## config.mk

```make
export PLATFORM = sky130hd
export DESIGN_NAME = script_token_scanner
export DESIGN_NICKNAME = d
export VERILOG_FILES = /design/src/rtl/core/sts_pkg.sv /design/src/rtl/core/sts_token_queue.sv /design/src/rtl/core/script_token_scanner.sv
export SDC_FILE = /design/constraint.sdc
export NUM_CORES = 1
export LEC_CHECK = 0
export BUFFER_PORTS_ARGS = -buffer_cell sky130_fd_sc_hd__buf_2
export CAP_MARGIN = 10
export CORE_AREA = 2 2 255 257
export DETAILED_ROUTE_END_ITERATION = 10
export DIE_AREA = 0 0 257 259
export PLACE_DENSITY_LB_ADDON = 0.08
export SETUP_SLACK_MARGIN = 0.2
export SYNTH_ARGS = -nofsm -noshare
export SYNTH_HDL_FRONTEND = slang
export SYNTH_SLANG_ARGS = --single-unit
```

## constraint.sdc

```tcl
create_clock -name clk -period 17.2 [get_ports clk]
set_clock_uncertainty 0.15 [all_clocks]
set_input_delay 0.86 -clock clk [delete_from_list [all_inputs] [get_ports clk]]
set_output_delay 0.86 -clock clk [all_outputs]
set_load 0.05 [all_outputs]
```

## src/rtl/core/sts_pkg.sv

```systemverilog
// Shared types, token kind codes and character classification for the script token scanner.
// No dependencies; every other file of the scanner imports this package.
package sts_pkg;

	localparam int TOKEN_KIND_W   = 6;
	localparam int TOKEN_LINE_W   = 16;
	localparam int TOKEN_START_W  = 24;
	localparam int TOKEN_LENGTH_W = 8;

	localparam logic [5:0] KIND_END          = 6'd0;
	localparam logic [5:0] KIND_IDENT        = 6'd1;
	localparam logic [5:0] KIND_STRUCT       = 6'd2;
	localparam logic [5:0] KIND_FN           = 6'd3;
	localparam logic [5:0] KIND_SELF         = 6'd4;
	localparam logic [5:0] KIND_IF           = 6'd5;
	localparam logic [5:0] KIND_ELSIF        = 6'd6;
	localparam logic [5:0] KIND_ELSE         = 6'd7;
	localparam logic [5:0] KIND_RETURN       = 6'd8;
	localparam logic [5:0] KIND_INC          = 6'd9;
	localparam logic [5:0] KIND_ADD_ASSIGN   = 6'd10;
	localparam logic [5:0] KIND_PLUS         = 6'd11;
	localparam logic [5:0] KIND_DEC          = 6'd12;
	localparam logic [5:0] KIND_SUB_ASSIGN   = 6'd13;
	localparam logic [5:0] KIND_ARROW        = 6'd14;
	localparam logic [5:0] KIND_MINUS        = 6'd15;
	localparam logic [5:0] KIND_EQ           = 6'd16;
	localparam logic [5:0] KIND_ASSIGN       = 6'd17;
	localparam logic [5:0] KIND_NE           = 6'd18;
	localparam logic [5:0] KIND_NOT          = 6'd19;
	localparam logic [5:0] KIND_GE           = 6'd20;
	localparam logic [5:0] KIND_GT           = 6'd21;
	localparam logic [5:0] KIND_LE           = 6'd22;
	localparam logic [5:0] KIND_LT           = 6'd23;
	localparam logic [5:0] KIND_STAR         = 6'd24;
	localparam logic [5:0] KIND_SLASH        = 6'd25;
	localparam logic [5:0] KIND_COLON        = 6'd26;
	localparam logic [5:0] KIND_HASH         = 6'd27;
	localparam logic [5:0] KIND_DOT          = 6'd28;
	localparam logic [5:0] KIND_COMMA        = 6'd29;
	localparam logic [5:0] KIND_SEMI         = 6'd30;
	localparam logic [5:0] KIND_LPAREN       = 6'd31;
	localparam logic [5:0] KIND_RPAREN       = 6'd32;
	localparam logic [5:0] KIND_LBRACKET     = 6'd33;
	localparam logic [5:0] KIND_RBRACKET     = 6'd34;
	localparam logic [5:0] KIND_LBRACE       = 6'd35;
	localparam logic [5:0] KIND_RBRACE       = 6'd36;
	localparam logic [5:0] KIND_UNKNOWN      = 6'd37;

	// Keyword text packed with the first character in the low byte.
	localparam logic [63:0] KW_TEXT_STRUCT = 64'h0000_7463_7572_7473;
	localparam logic [63:0] KW_TEXT_FN     = 64'h0000_0000_0000_6e66;
	localparam logic [63:0] KW_TEXT_SELF   = 64'h0000_0000_666c_6573;
	localparam logic [63:0] KW_TEXT_IF     = 64'h0000_0000_0000_6669;
	localparam logic [63:0] KW_TEXT_ELSIF  = 64'h0000_0066_6973_6c65;
	localparam logic [63:0] KW_TEXT_ELSE   = 64'h0000_0000_6573_6c65;
	localparam logic [63:0] KW_TEXT_RETURN = 64'h0000_6e72_7574_6572;

	typedef struct packed {
		logic [7:0] source_byte;
		logic       end_of_source;
	} sts_src_t;

	typedef struct packed {
		logic [TOKEN_KIND_W-1:0]   token_kind;
		logic [TOKEN_LINE_W-1:0]   token_line;
		logic [TOKEN_START_W-1:0]  token_start;
		logic [TOKEN_LENGTH_W-1:0] token_length;
		logic                      run_last;
	} sts_tok_t;

	typedef struct packed {
		logic [1:0]          count;
		sts_tok_t [2:0]      words;
	} sts_push_t;

	function automatic logic is_alpha(input logic [7:0] c);
		return (c >= "a" && c <= "z") || (c >= "A" && c <= "Z");
	endfunction

	function automatic logic is_word_char(input logic [7:0] c);
		return is_alpha(c) || (c >= "0" && c <= "9") || c == "_";
	endfunction

	function automatic logic is_space(input logic [7:0] c);
		return c == " " || (c >= 8'd9 && c <= 8'd13);
	endfunction

	function automatic logic is_held_start(input logic [7:0] c);
		logic r;
		case (c) inside
			"+", "-", "=", "!", ">", "<": r = 1'b1;
			default: r = 1'b0;
		endcase
		return r;
	endfunction

	function automatic logic [5:0] single_kind(input logic [7:0] c);
		logic [5:0] k;
		case (c)
			"+": k = KIND_PLUS;
			"-": k = KIND_MINUS;
			"=": k = KIND_ASSIGN;
			"!": k = KIND_NOT;
			">": k = KIND_GT;
			"<": k = KIND_LT;
			"*": k = KIND_STAR;
			"/": k = KIND_SLASH;
			":": k = KIND_COLON;
			"#": k = KIND_HASH;
			".": k = KIND_DOT;
			",": k = KIND_COMMA;
			";": k = KIND_SEMI;
			"(": k = KIND_LPAREN;
			")": k = KIND_RPAREN;
			"[": k = KIND_LBRACKET;
			"]": k = KIND_RBRACKET;
			"{": k = KIND_LBRACE;
			"}": k = KIND_RBRACE;
			default: k = KIND_UNKNOWN;
		endcase
		return k;
	endfunction

	// Returns KIND_END when the two characters form no operator.
	function automatic logic [5:0] pair_kind(input logic [7:0] a, input logic [7:0] b);
		logic [5:0] k;
		k = KIND_END;
		case (a)
			"+": begin
				if (b == "+") k = KIND_INC;
				else if (b == "=") k = KIND_ADD_ASSIGN;
			end
			"-": begin
				if (b == "-") k = KIND_DEC;
				else if (b == "=") k = KIND_SUB_ASSIGN;
				else if (b == ">") k = KIND_ARROW;
			end
			"=": if (b == "=") k = KIND_EQ;
			"!": if (b == "=") k = KIND_NE;
			">": if (b == "=") k = KIND_GE;
			"<": if (b == "=") k = KIND_LE;
			default: k = KIND_END;
		endcase
		return k;
	endfunction

	function automatic logic [5:0] keyword_kind(input logic [63:0] text, input logic [7:0] len);
		logic [5:0] k;
		k = KIND_IDENT;
		if (len == 8'd6 && text == KW_TEXT_STRUCT) k = KIND_STRUCT;
		else if (len == 8'd2 && text == KW_TEXT_FN) k = KIND_FN;
		else if (len == 8'd4 && text == KW_TEXT_SELF) k = KIND_SELF;
		else if (len == 8'd2 && text == KW_TEXT_IF) k = KIND_IF;
		else if (len == 8'd5 && text == KW_TEXT_ELSIF) k = KIND_ELSIF;
		else if (len == 8'd4 && text == KW_TEXT_ELSE) k = KIND_ELSE;
		else if (len == 8'd6 && text == KW_TEXT_RETURN) k = KIND_RETURN;
		return k;
	endfunction

endpackage

```

## src/rtl/core/sts_token_queue.sv

```systemverilog
// Result queue of the script token scanner: takes up to three token words a cycle, gives one unless stalled.
// Depends on sts_pkg for the token word and push group types.
module sts_token_queue (
	input  logic              clk,
	input  logic              arst_n,
	input  sts_pkg::sts_push_t push,
	output logic              room,
	output logic              tok_valid,
	input  logic              tok_stall,
	output sts_pkg::sts_tok_t  tok_word
);
	import sts_pkg::*;

	localparam int DEPTH = 4;

	sts_tok_t   mem [DEPTH];
	logic [1:0] wr_q;
	logic [1:0] rd_q;
	logic [2:0] count_q;
	logic       pop;

	assign pop       = tok_valid && !tok_stall;
	assign tok_valid = count_q != 3'd0;
	assign tok_word  = mem[rd_q];
	assign room      = count_q <= 3'(DEPTH - 3);

	always_ff @(posedge clk or negedge arst_n) begin
		if (!arst_n) begin
			wr_q    <= '0;
			rd_q    <= '0;
			count_q <= '0;
		end else begin
			wr_q    <= wr_q + push.count;
			rd_q    <= rd_q + 2'(pop);
			count_q <= count_q + 3'(push.count) - 3'(pop);
		end
	end

	always_ff @(posedge clk) begin
		for (int k = 0; k < 3; k++) begin
			if (2'(k) < push.count) begin
				mem[wr_q + 2'(k)] <= push.words[k];
			end
		end
	end

endmodule

```

## src/rtl/core/script_token_scanner.sv

```systemverilog
// Top level of the script token scanner: input register, scan logic and state, result queue.
// Depends on sts_pkg and sts_token_queue.
//
//   channel  ports                          carries
//   src      src_valid, src_stall, src_word one source byte and its last flag
//   tok      tok_valid, tok_stall, tok_word one token: kind, line, start, length, run_last
//
// A byte is registered on acceptance and scanned from that input register; its tokens are written
// into the result queue when it has room, and tok is driven from the head of that queue.
// One byte per cycle is taken while bytes yield at most one token each and tok is not stalled;
// more tokens from a byte outpace the single-word tok port, and src then stalls on the queue.
// src_stall rises while a byte is held and the four-word result queue cannot take three more words.
// Reset clears the scan state to line one, offset zero, nothing pending.
module script_token_scanner #(
	parameter int OFFSET_WIDTH  = 24,
	parameter int KEYWORD_BYTES = 6,
	parameter int LINE_WIDTH    = 16
) (
	input  logic              clk,
	input  logic              arst_n,
	input  logic              src_valid,
	output logic              src_stall,
	input  sts_pkg::sts_src_t  src_word,
	output logic              tok_valid,
	input  logic              tok_stall,
	output sts_pkg::sts_tok_t  tok_word
);
	import sts_pkg::*;

	localparam logic [LINE_WIDTH-1:0] LINE_TOP = '1;
	localparam logic [7:0]            KW_LEN   = 8'(KEYWORD_BYTES);

	logic                                src_valid_s1;
	sts_src_t                            src_s1;
	logic                                room;
	logic                                advance;
	sts_push_t                           push;

	logic                                held_q;
	logic [7:0]                          held_op_q;
	logic                                in_word_q;
	logic [7:0]                          word_len_q;
	logic [KEYWORD_BYTES-1:0][7:0]       prefix_q;
	logic [LINE_WIDTH-1:0]               line_q;
	logic [OFFSET_WIDTH-1:0]             offset_q;
	logic [OFFSET_WIDTH-1:0]             begin_q;

	logic                                held_n;
	logic [7:0]                          held_op_n;
	logic                                in_word_n;
	logic [7:0]                          word_len_n;
	logic [KEYWORD_BYTES-1:0][7:0]       prefix_n;
	logic [LINE_WIDTH-1:0]               line_n;
	logic [OFFSET_WIDTH-1:0]             offset_n;
	logic [OFFSET_WIDTH-1:0]             begin_n;

	sts_tok_t [4:0]                      cand;
	logic [4:0]                          cand_v;
	sts_tok_t [2:0]                      slots;
	logic [2:0]                          n_tok;

	function automatic logic [5:0] word_kind(input logic [KEYWORD_BYTES-1:0][7:0] text,
			input logic [7:0] len);
		logic [5:0] k;
		if (len > KW_LEN) k = KIND_IDENT;
		else k = keyword_kind(64'(text), len);
		return k;
	endfunction

	function automatic logic [TOKEN_LINE_W-1:0] sat_line(input logic [LINE_WIDTH-1:0] v);
		logic [TOKEN_LINE_W-1:0] r;
		if ((v >> TOKEN_LINE_W) != '0) r = '1;
		else r = TOKEN_LINE_W'(v);
		return r;
	endfunction

	function automatic sts_tok_t make_tok(input logic [5:0] kind,
			input logic [LINE_WIDTH-1:0] line, input logic [OFFSET_WIDTH-1:0] start,
			input logic [7:0] len);
		sts_tok_t t;
		t.token_kind   = kind;
		t.token_line   = sat_line(line);
		t.token_start  = TOKEN_START_W'(start);
		t.token_length = len;
		t.run_last     = 1'b0;
		return t;
	endfunction

	assign advance   = src_valid_s1 && room;
	assign src_stall = src_valid_s1 && !room;

	always_ff @(posedge clk or negedge arst_n) begin
		if (!arst_n) begin
			src_valid_s1 <= 1'b0;
		end else if (!src_stall) begin
			src_valid_s1 <= src_valid;
		end
	end

	always_ff @(posedge clk) begin
		if (src_valid && !src_stall) begin
			src_s1 <= src_word;
		end
	end

	always_comb begin
		logic [7:0] b;
		logic       last;
		logic       nz;
		logic [5:0] pk;
		logic       pair_hit;
		logic       word_cont;
		logic       used;
		logic       other;

		b         = src_s1.source_byte;
		last      = src_s1.end_of_source;
		nz        = b != 8'd0;
		pk        = (held_q && nz) ? pair_kind(held_op_q, b) : KIND_END;
		pair_hit  = pk != KIND_END;
		word_cont = in_word_q && nz && is_word_char(b);
		used      = pair_hit || word_cont;
		other     = 1'b0;

		held_n     = held_q;
		held_op_n  = held_op_q;
		in_word_n  = in_word_q;
		word_len_n = word_len_q;
		prefix_n   = prefix_q;
		line_n     = line_q;
		offset_n   = offset_q;
		begin_n    = begin_q;
		cand       = '0;
		cand_v     = '0;

		cand[0]   = make_tok(pk, line_q, begin_q, 8'd2);
		cand_v[0] = pair_hit;
		if (pair_hit) held_n = 1'b0;

		cand[1]   = make_tok(held_q ? single_kind(held_op_q) : word_kind(prefix_q, word_len_q),
			line_q, begin_q, held_q ? 8'd1 : word_len_q);
		cand_v[1] = !used && (held_q || in_word_q);

		if (word_cont) begin
			for (int i = 0; i < KEYWORD_BYTES; i++) begin
				if (word_len_q == 8'(i)) prefix_n[i] = b;
			end
			if (word_len_q != 8'hFF) word_len_n = word_len_q + 8'd1;
		end

		if (!used) begin
			held_n    = 1'b0;
			in_word_n = 1'b0;
		end

		if (nz && !used) begin
			if (b == 8'h0A) begin
				if (line_q != LINE_TOP) line_n = line_q + LINE_WIDTH'(1);
			end else if (is_space(b)) begin
				other = 1'b0;
			end else if (is_alpha(b)) begin
				in_word_n   = 1'b1;
				begin_n     = offset_q;
				word_len_n  = 8'd1;
				prefix_n    = '0;
				prefix_n[0] = b;
			end else if (is_held_start(b)) begin
				held_n    = 1'b1;
				held_op_n = b;
				begin_n   = offset_q;
			end else begin
				other = 1'b1;
			end
		end

		cand[2]   = make_tok(single_kind(b), line_q, offset_q, 8'd1);
		cand_v[2] = other;

		cand[3]   = make_tok(held_n ? single_kind(held_op_n) : word_kind(prefix_n, word_len_n),
			line_n, begin_n, held_n ? 8'd1 : word_len_n);
		cand_v[3] = nz && last && (held_n || in_word_n);

		cand[4]   = make_tok(KIND_END, line_n, nz ? offset_q + OFFSET_WIDTH'(1) : offset_q, 8'd0);
		cand_v[4] = !nz || last;

		if (!nz || last) begin
			held_n    = 1'b0;
			in_word_n = 1'b0;
			line_n    = LINE_WIDTH'(1);
			offset_n  = '0;
		end else begin
			offset_n = offset_q + OFFSET_WIDTH'(1);
		end
	end

	always_comb begin
		slots = '0;
		n_tok = '0;
		for (int i = 0; i < 5; i++) begin
			if (cand_v[i] && n_tok < 3'd3) begin
				slots[n_tok[1:0]] = cand[i];
				n_tok = n_tok + 3'd1;
			end
		end
		for (int j = 0; j < 3; j++) begin
			slots[j].run_last = (3'(j) + 3'd1) == n_tok;
		end
		push.words = slots;
		push.count = advance ? n_tok[1:0] : 2'd0;
	end

	always_ff @(posedge clk or negedge arst_n) begin
		if (!arst_n) begin
			held_q     <= 1'b0;
			held_op_q  <= '0;
			in_word_q  <= 1'b0;
			word_len_q <= '0;
			prefix_q   <= '0;
			line_q     <= LINE_WIDTH'(1);
			offset_q   <= '0;
			begin_q    <= '0;
		end else if (advance) begin
			held_q     <= held_n;
			held_op_q  <= held_op_n;
			in_word_q  <= in_word_n;
			word_len_q <= word_len_n;
			prefix_q   <= prefix_n;
			line_q     <= line_n;
			offset_q   <= offset_n;
			begin_q    <= begin_n;
		end
	end

	sts_token_queue u_queue (
		.clk       (clk),
		.arst_n    (arst_n),
		.push      (push),
		.room      (room),
		.tok_valid (tok_valid),
		.tok_stall (tok_stall),
		.tok_word  (tok_word)
	);

endmodule

```

# Yosys cells after proc, flatten, opt, wreduce, memory -nomap -nowiden
# Memory sizes are Yosys's and may differ from the RTL's.
# Index checks and enable logic that the tools add are counted.
# word_totals
reg_bits	147
ramBits	220
input_bits	13
out_inout_bits	57
wordCells	323
n_memories	1
# op_classes
add_sub_neg	13
order_cmp	26
n_eq_ne	89
mux	120
reduce_logical	55
# memory_table
name	depth	width	read_ports	rd_ports_with_merged_regs	wr	line_no	rtl
u_queue.mem	4	55	1	0	3	sts_token_queue.sv:16	sts_tok_t mem [DEPTH];
# ops
operator	n
165-bit bitwise mux	4
165-bit two-way mux	4
55-bit demux with 2-bit select	4
8-bit by 6-bit == test with 1-bit output (second input constant)	46
6-bit one-hot mux with 19 select lines	3
55-bit two-way mux	5
48-bit two-way mux	5
48-bit by 15-bit == test with 1-bit output (second input constant)	4
48-bit by 31-bit == test with 1-bit output (second input constant)	4
48-bit by 47-bit == test with 1-bit output (second input constant)	4
24-bit two-way mux	7
8-bit two-way mux	19
8-bit by 7-bit == test with 1-bit output (second input constant)	13
48-bit by 39-bit == test with 1-bit output (second input constant)	2
4-bit two-way mux	18
16-bit two-way mux	4
8-bit by 3-bit == test with 1-bit output (second input constant)	6
1-bit logical AND	37
6-bit two-way mux	6
6-bit one-hot mux with 6 select lines	1
1-bit two-way mux	31
24-bit by 1-bit adder with 24-bit output (second input constant)	1
8-bit by 2-bit == test with 1-bit output (second input constant)	3
5-bit two-way mux	4
other kinds (37)	68

# Depth between registers and ports, before layout
# Gate-level depths: netlist (run 1).
# logic_depth
ltp_word	28
ltp_mapped	30
ltp_nobuf	23

# Modules after synthesis
# From an unflattened synthesis (run 1), not the netlist that was laid out.
# unflattened
hier_cells	3223
area_unflattened_um2	26814.5
# by_module_without_submodules
mod	instances	cells_each	area_per_inst_um2	seq_area_each_um2
script_token_scanner	1	1907	13883.3	3549.7
sts_token_queue	1	1316	12931.2	6781.5

# Worst setup path after synthesis (run 1)
# Ideal clock, no wire load.
# synth_path
path_type	reg2reg
startpoint	register src_s1[1] (netlist bit)
endpoint	memory u_queue.mem[0][0] (netlist bit), enable pin
setup_time_ns	0.763
arrival_ns	13.703
required_time_ns	16.287
setup_slack_ns	2.584
stages_incl_launch_ff	24
n_path_buf	4
synth_period_minus_slack_ns	14.616
path_cell_list	edfxtp_1 -> or4_4 -> o21ai_4 -> o21ai_4 -> buf_6 -> buf_2 -> nand2_1 -> nand2_1 -> nor2_1 -> ha_1 -> a21oi_1 -> inv_1 -> fa_1 -> o21ai_0 -> a211oi_1 -> buf_4 -> nor2_1 -> a21oi_1 -> ha_1 -> nor2_1 -> a221oi_4 -> buf_6 -> o21bai_1 -> a2111oi_0
# synth_rtl
element	line_no	rtl
from (decl)	script_token_scanner.sv:34	sts_src_t src_s1;
from (signal assigned)	script_token_scanner.sv:102	src_s1 <= src_word;
to (decl)	sts_token_queue.sv:16	

==> flow_metrics.env, run 1 <==
export IMPL_drtPass1Iterations=8
export IMPL_synthArstFlopShare=0.376
export IMPL_postCtsSetupRepairBufs=0
export IMPL_synth_edf_count=229
export IMPL_path_clk_slew_ps=60
export IMPL_r2r_cells=24
export IMPL_syn_mean_instance_area_sq_um=9.24
export IMPL_portBuffers=69
export IMPL_arrival_ps=8640
export IMPL_place_worst_setup_slack_ps=9050
export IMPL_power_frac_clock=0.206
export IMPL_hold_violations=0
export IMPL_crit_buf_inv=3
export IMPL_tritoncts="built"
export IMPL_final_setup_tns_ps=0
export IMPL_grt_max_degree=83
export IMPL_grt_antenna_before_repair=2
export IMPL_rsz0062_at_grt="false"
export IMPL_ys_types=123
export IMPL_ios=70
export IMPL_worst_path_max_fanout=27
export IMPL_timing_fmax_mhz=119
export IMPL_synth_main_ff_cell="edfxtp_1"
export IMPL_cts_root_buf="clkbuf_16"
export IMPL_dp_hpwl_mm=63.4
export IMPL_power_frac_seq=0.291
export IMPL_ir_drop_v=0.0000791
export IMPL_tightest_slew_ps=1250
export IMPL_rr_startpoint="held_op_q[2]"
export IMPL_core_sq_mm=0.0639
export IMPL_yosys_warnings=0
export IMPL_dieHeight_microns=259
export IMPL_fp_dieArea_sq_mm=0.0666
export IMPL_postCtsHoldBufs=0
export IMPL_end_kind="register"
export IMPL_ctsResizeCount=0
export IMPL_power_leakage_uw=0.00952
export IMPL_reg2reg_slack_ps=8820
export IMPL_initial_core_util=0.397
export IMPL_netlist_instances=2746
export IMPL_clockBufferDepth=3
export IMPL_grt_ovfl_total=0
export IMPL_relSlewSlack=0.163
export IMPL_hp_class="input port to async pin"
export IMPL_cp_slowest_cell="nor2_4"
export IMPL_cp_top_family="simple AND/OR/NAND/NOR gates"
export IMPL_grt_pass1_wl_mm=149
export IMPL_rows=93
export IMPL_post_route_min_period_ps=8380
export IMPL_drive_gt1_frac=0.133
export IMPL_p_sw_uw=2250
export IMPL_clk_latency_ps=600
export IMPL_area_growth_pct=9.17
export IMPL_setup_violations_final=0
export IMPL_place_gp_congestion=0.950
export IMPL_first_iter_violations=2574
export IMPL_htree_levels=2
export IMPL_hold_slack_ps=187
export IMPL_gr_usage_all_layers=0.292
export IMPL_slowest_delay_ps=870
export IMPL_combPwrFrac=0.503
export IMPL_drc=0
export IMPL_cp_start_kind="register"
export IMPL_synth_seq_cells=367
export IMPL_postRouteAntennaNets=0
export IMPL_maxCapViolations=0
export IMPL_slew_viol_final=0
export IMPL_r2r_end="u_queue.mem[1][14]"
export IMPL_seq_area_frac_synth=0.407
export IMPL_wl_per_cell_microns=27.9
export IMPL_fin_crit_sh=0.487
export IMPL_p_int_uw=2490
export IMPL_grt_pass1_vias=22600
export IMPL_path_cells="nand2_1 -> or2_1 -> o32a_1 -> o31a_1 -> nand2_1 -> nor2_1 -> ha_1 -> a21oi_1 -> inv_1 -> fa_1 -> o21ai_0 -> a211oi_1 -> buf_4 -> nor2_1 -> a21oi_1 -> ha_1 -> nor2_1 -> a221oi_4 -> nor3b_4 -> and2_1 -> nor2_4 -> buf_4 -> nand2_1 -> o221ai_1"
export IMPL_vias=23600
export IMPL_crit_required_ps=17460
export IMPL_wl_mm=99.2
export IMPL_final_nets=2703
export IMPL_die_w_microns=257
export IMPL_layout_setup_ws_ps=8820
export IMPL_fill_cells=6161
export IMPL_clock_sinks=367
export IMPL_mappedNetlistNets=2781
export IMPL_p_sw_frac=0.475
export IMPL_vias_per_cell=6.62
export IMPL_syn_area_sq_mm=0.0254
export IMPL_path_class="register to register"
export IMPL_outcome="complete, no violations"
export IMPL_cts_buffers=44
export IMPL_powerDensity_mw_per_mm2=171
[metrics by stage]
step           std cells  total power [uW]   util  area, sq um
6_report            3560              4740  0.434        27700
3_3_place_gp        3477              3730  0.410        26200
2_1_floorplan       2746              3060      -        25400
5_1_grt             3559              4960  0.434        27700
4_1_cts             3559              4740  0.434        27700
3_5_place_dp        3477              3750  0.410        26200
[flip-flops by register name, indices dropped and copies added (netlist names)]
register and cells:
begin_q 24, held_op_q 8, held_q 1, in_word_q 1, line_q 16, offset_q 24
prefix_q 48, src_s1 9, src_valid_s1 1, u_queue.count_q 3, u_queue.mem 220, u_queue.rd_q 2
u_queue.wr_q 2, word_len_q 8
[cell usage in the layout, fill, tap and decap left out, drive strengths merged, types with 18 or more instances in the layout]
master / Yosys / final
nand2: 419 / 419
o21ai: 269 / 269
edfxtp: 229 / 229
nor2: 216 / 216
a21oi: 164 / 164
dfrtp: 137 / 137
o221ai: 135 / 135
buf: 93 / 121
nand3: 77 / 77
clkbuf: 152 / 63
mux4: 55 / 55
and3: 40 / 40
and2: 40 / 40
nor3: 39 / 39
mux2i: 38 / 38
a22o: 37 / 37
a22oi: 37 / 37
inv: 32 / 34
nor4: 28 / 28
o22ai: 27 / 27
a221oi: 27 / 27
xor2: 25 / 25
a31oi: 25 / 25
nand4: 24 / 24
a221o: 24 / 24
o31ai: 22 / 22
o211ai: 21 / 21
ha: 20 / 20
nand2b: 20 / 20
mux2: 19 / 19
nor2b: 18 / 18
[cell type report]
class | instances | area, sq um | share of cell area
Antenna cell | 1 | 2.50 | 0.0000903
Multi-Input combinational cell | 2101 | 13900 | 0.503
Inverter | 33 | 124 | 0.00447
Sequential cell | 367 | 10300 | 0.373
Tap cell | 855 | 1070 | 0.0386
Clock inverter | 19 | 226 | 0.00817
Timing Repair Buffer | 121 | 742 | 0.0268
Clock buffer | 63 | 1270 | 0.0460
[logic make-up (layout without fill, tap and decap cells)]
group	count (synthesis)	in the layout	share of synthesized area
flops	367	367	0.407
fa+ha+maj	24	24	0.0122
xor+xnor	42	42	0.0145
buf+inv	278	236	0.0476
other cells	0	1	0
compound gates	908	908	0.250
mux	112	112	0.0724
simple gates	1015	1015	0.196
[worst register-to-register path, cell delays in order, from the launching register on]
cell and delay (ps):
dfrtp_1 750, nand2_1 320, or2_1 350, o32a_1 420, o31a_1 290, nand2_1 140
nor2_1 100, ha_1 350, a21oi_1 370, inv_1 120, fa_1 690, o21ai_0 140
a211oi_1 230, buf_4 220, nor2_1 80, a21oi_1 230, ha_1 180, nor2_1 60
a221oi_4 760, nor3b_4 290, and2_1 510, nor2_4 870, buf_4 420, nand2_1 90
o221ai_1 80
[cell usage after synthesis (all sizes together) (19+ instances only)]
cell type	count	area share
a22oi	37	0.012
nand2b	20	0.0050
o221ai	135	0.047
clkbuf	152	0.023
mux4	55	0.049
o211ai	21	0.0066
edfxtp	229	0.27
a21oi	164	0.033
nand2	419	0.062
a22o	37	0.013
ha	20	0.0099
o31ai	22	0.0070
a31oi	25	0.0077
inv	32	0.0047
and3	40	0.010
buf	93	0.020
nand3	77	0.015
mux2i	38	0.015
and2	40	0.0099
mux2	19	0.0086
xor2	25	0.0086
a221o	24	0.0095
nand4	24	0.0059
nor2	216	0.034
nor4	28	0.0086
a221oi	27	0.010
o22ai	27	0.0067
o21ai	269	0.055
dfrtp	137	0.14
nor3	39	0.0087
[power by group through the flow]
| stage | logic [uW] | registers, uW | clock network, uW |
|---|---|---|---|
| after CTS | 2360 | 1380 | 996 |
| after detailed placement | 2350 | 1400 | 0 |
| after floorplan | 1730 | 1330 | 0 |
| after global placement | 2340 | 1390 | 0 |
| final | 2380 | 1380 | 979 |
| after global routing | 2530 | 1410 | 1030 |
[worst max-delay path by stage]
stage	end	slack [ps]	startpoint	depth (start not counted)
after floorplan	u_queue.mem[0][0]	2580	src_s1[1]	23
after global placement	u_queue.mem[0][1]	9190	src_s1[1]	25
after detailed placement	u_queue.mem[0][1]	9050	held_op_q[2]	23
after CTS	u_queue.mem[1][14]	9010	held_op_q[1]	24
after global routing	u_queue.mem[1][14]	8400	src_s1[2]	26
final	u_queue.mem[1][14]	8820	held_op_q[2]	24
[routing by layer]
metal | vias to the layer above | global-route usage | wire length [microns]
met5 | - | 0 | 19
met1 | 11600 | 0.403 | 42400
li1 | 10400 | - | -
met4 | 2 | 0.105 | 3230
met2 | 1274 | 0.467 | 45300
met3 | 231 | 0.0443 | 8200
(Power assumes the default switching activity.)
==> run 2, diff against run 1 <==
==> constraint.sdc (replaced) <==
create_clock -name clk -period 7.8 [get_ports clk]
set_clock_uncertainty 0.15 [all_clocks]
set_input_delay 0.39 -clock clk [delete_from_list [all_inputs] [get_ports clk]]
set_output_delay 0.39 -clock clk [all_outputs]
set_load 0.05 [all_outputs]
==> flow_metrics.env, run 2 (same netlist as run 1, synthesis figures left out) <==
export IMPL_mostFrequentLayoutCell="nand2_1"
export IMPL_powerDensity_mw_per_mm2=377
export IMPL_drtPass1Iterations=8
export IMPL_busiest_layer="met2"
export IMPL_clockBufferDepth=3
export IMPL_maxCapViolations=0
export IMPL_grt_pass1_vias=22800
export IMPL_drc=0
export IMPL_report_power_total_uw=10600
export IMPL_clk_latency_ps=610
export IMPL_grt_pass1_wl_mm=150
export IMPL_p_sw_uw=5040
export IMPL_layout_setup_ws_ps=477
export IMPL_hp_class="input port to register"
export IMPL_outcome="complete, no violations"
export IMPL_place_gp_congestion=0.947
export IMPL_ir_drop_v=0.000239
export IMPL_grt_max_degree=86
export IMPL_dieHeight_microns=259
export IMPL_slew_viol_final=0
export IMPL_clock_sinks=367
export IMPL_vias=23700
export IMPL_die_w_microns=257
export IMPL_worst_path_max_fanout=13
export IMPL_grt_util_met1=0.402
export IMPL_initial_core_util=0.397
export IMPL_combPwrFrac=0.508
export IMPL_rows=93
export IMPL_post_route_min_period_ps=7320
export IMPL_drive_gt1_frac=0.147
export IMPL_ios=70
export IMPL_top_regs="u_queue.mem: 220 flops, prefix_q: 48 flops"
export IMPL_postRouteAntennaNets=0
export IMPL_cts_buffers=45
export IMPL_arrival_ps=7600
export IMPL_setup_violations_final=0
export IMPL_grt_antenna_before_repair=2
export IMPL_rsz0062_at_grt="true"
export IMPL_path_class="register to register"
export IMPL_area_growth_pct=11.0
export IMPL_end_kind="register"
export IMPL_met3_usage=0.0418
export IMPL_portBuffers=69
export IMPL_final_cell_mix="414 x nand2_1, 229 x edfxtp_1, 223 x o21ai_0"
export IMPL_largest_reg_flops=220
export IMPL_gr_usage_all_layers=0.295
export IMPL_tightest_slew_ps=1280
export IMPL_final_setup_tns_ps=0
export IMPL_power_frac_clock=0.207
export IMPL_top_register="u_queue.mem"
export IMPL_vias_per_cell=6.58
export IMPL_cts_root_buf="clkbuf_16"
export IMPL_p_int_uw=5580
export IMPL_timing_fmax_mhz=137
export IMPL_dp_hpwl_mm=66.0
export IMPL_stdcell_count=3603
export IMPL_hold_violations=0
export IMPL_place_worst_setup_slack_ps=190
export IMPL_fill_cells=6157
export IMPL_diodes=0
export IMPL_crit_required_ps=8080
export IMPL_tritoncts="built"
export IMPL_htree_levels=2
export IMPL_p_sw_frac=0.475
export IMPL_wl_per_cell_microns=27.8
export IMPL_path_clk_slew_ps=60
export IMPL_cp_start_kind="register"
export IMPL_core_sq_mm=0.0639
export IMPL_relSlewSlack=0.150
export IMPL_wl_mm=100
export IMPL_fp_dieArea_sq_mm=0.0666
export IMPL_grt_ovfl_total=0
export IMPL_dp_cells=3502
export IMPL_power_leakage_uw=0.00975
export IMPL_fin_crit_sh=0.939
export IMPL_power_frac_seq=0.285
export IMPL_final_nets=2747
export IMPL_met2_usage=0.482
export IMPL_final_core_util=0.441
export IMPL_first_iter_violations=2716
[run 2: changes by cell type in the layout (fill, tap and decap cells not counted), sizes merged]
cell / change
buf: +31
clkbuf: -11
dlygate4sd3: +11
clkinv: +8
inv: +2
bufinv: +1
clkinvlp: +1
diode: -1
nor2: +1
[run 2: worst paths after layout]
check	startpoint	endpoint	slack, ps	cells after the start
max	src_s1[5]	u_queue.mem[2][21]	480	24
min	tok_stall	u_queue.rd_q[0]	70	3
max reg2reg	src_s1[5]	u_queue.mem[2][21]	480	24
min reg2reg	prefix_q[7]	prefix_q[7]	330	1
max in group asynchronous	arst_n	begin_q[19]	5840	3
min in group asynchronous	arst_n	prefix_q[26]	300	2
[run 2: what timing repair did]
action | CTS | global route
pin swaps | 1 | 3
hold endpoints to repair | 93 | 0
setup buffers | 2 | 4
hold buffers | 11 | 0
setup endpoints to repair | 2 | 154
gates cloned | 0 | 1
resized for setup | 0 | 7
[run 2: layer usage]
layer  part of all wire  wire length (microns)
met5            0.00016                     16
met4              0.033                   3340
met3              0.073                   7360
met2               0.47                  47100
met1               0.42                  42500
[run 2: power by group through the flow]
| stage | Clock (uW) | Combinational (uW) | Sequential (uW) |
|---|---|---|---|
| 2_1_floorplan | 0 | 3850 | 2880 |
| 3_3_place_gp | 0 | 5290 | 3040 |
| 3_5_place_dp | 0 | 5320 | 3070 |
| 4_1_cts | 2230 | 5330 | 3030 |
| 5_1_grt | 2310 | 5720 | 3080 |
| 6_report | 2200 | 5390 | 3030 |
[run 2: stage by stage]
stage	instance area [sq um]	hold slack (ps)
6_report	28200	71.7
5_1_grt	28200	71.5
4_1_cts	28100	54.5
3_5_place_dp	26500	319
3_3_place_gp	26500	311
2_1_floorplan	25400	-55.6
[run 2: layout make-up]
class	count	area, sq um	area share
sequential	367	10300	0.367
timing repair buffer	163	1130	0.0400
multi-input combinational	2102	14000	0.496
clock buffer	52	1190	0.0423
tap	855	1070	0.0380
inverter	33	124	0.00440
clock inverter	31	342	0.0121
[run 2: worst max-delay path, stage by stage, from the launching register on]
cell and delay, ps:
edfxtp_1 660, and3_1 380, a32oi_1 150, o32a_1 370, o31a_1 290, nand2_1 150
nor2_1 90, ha_1 360, a21oi_2 150, inv_1 80, fa_1 690, o21ai_0 150
a211oi_2 360, buf_4 230, xnor2_1 110, ha_1 290, nor2_1 60, a221oi_4 340
buf_4 300, nor4_4 50, and2_1 450, nor2_4 750, buf_4 330, nand2_1 70
o221ai_1 90
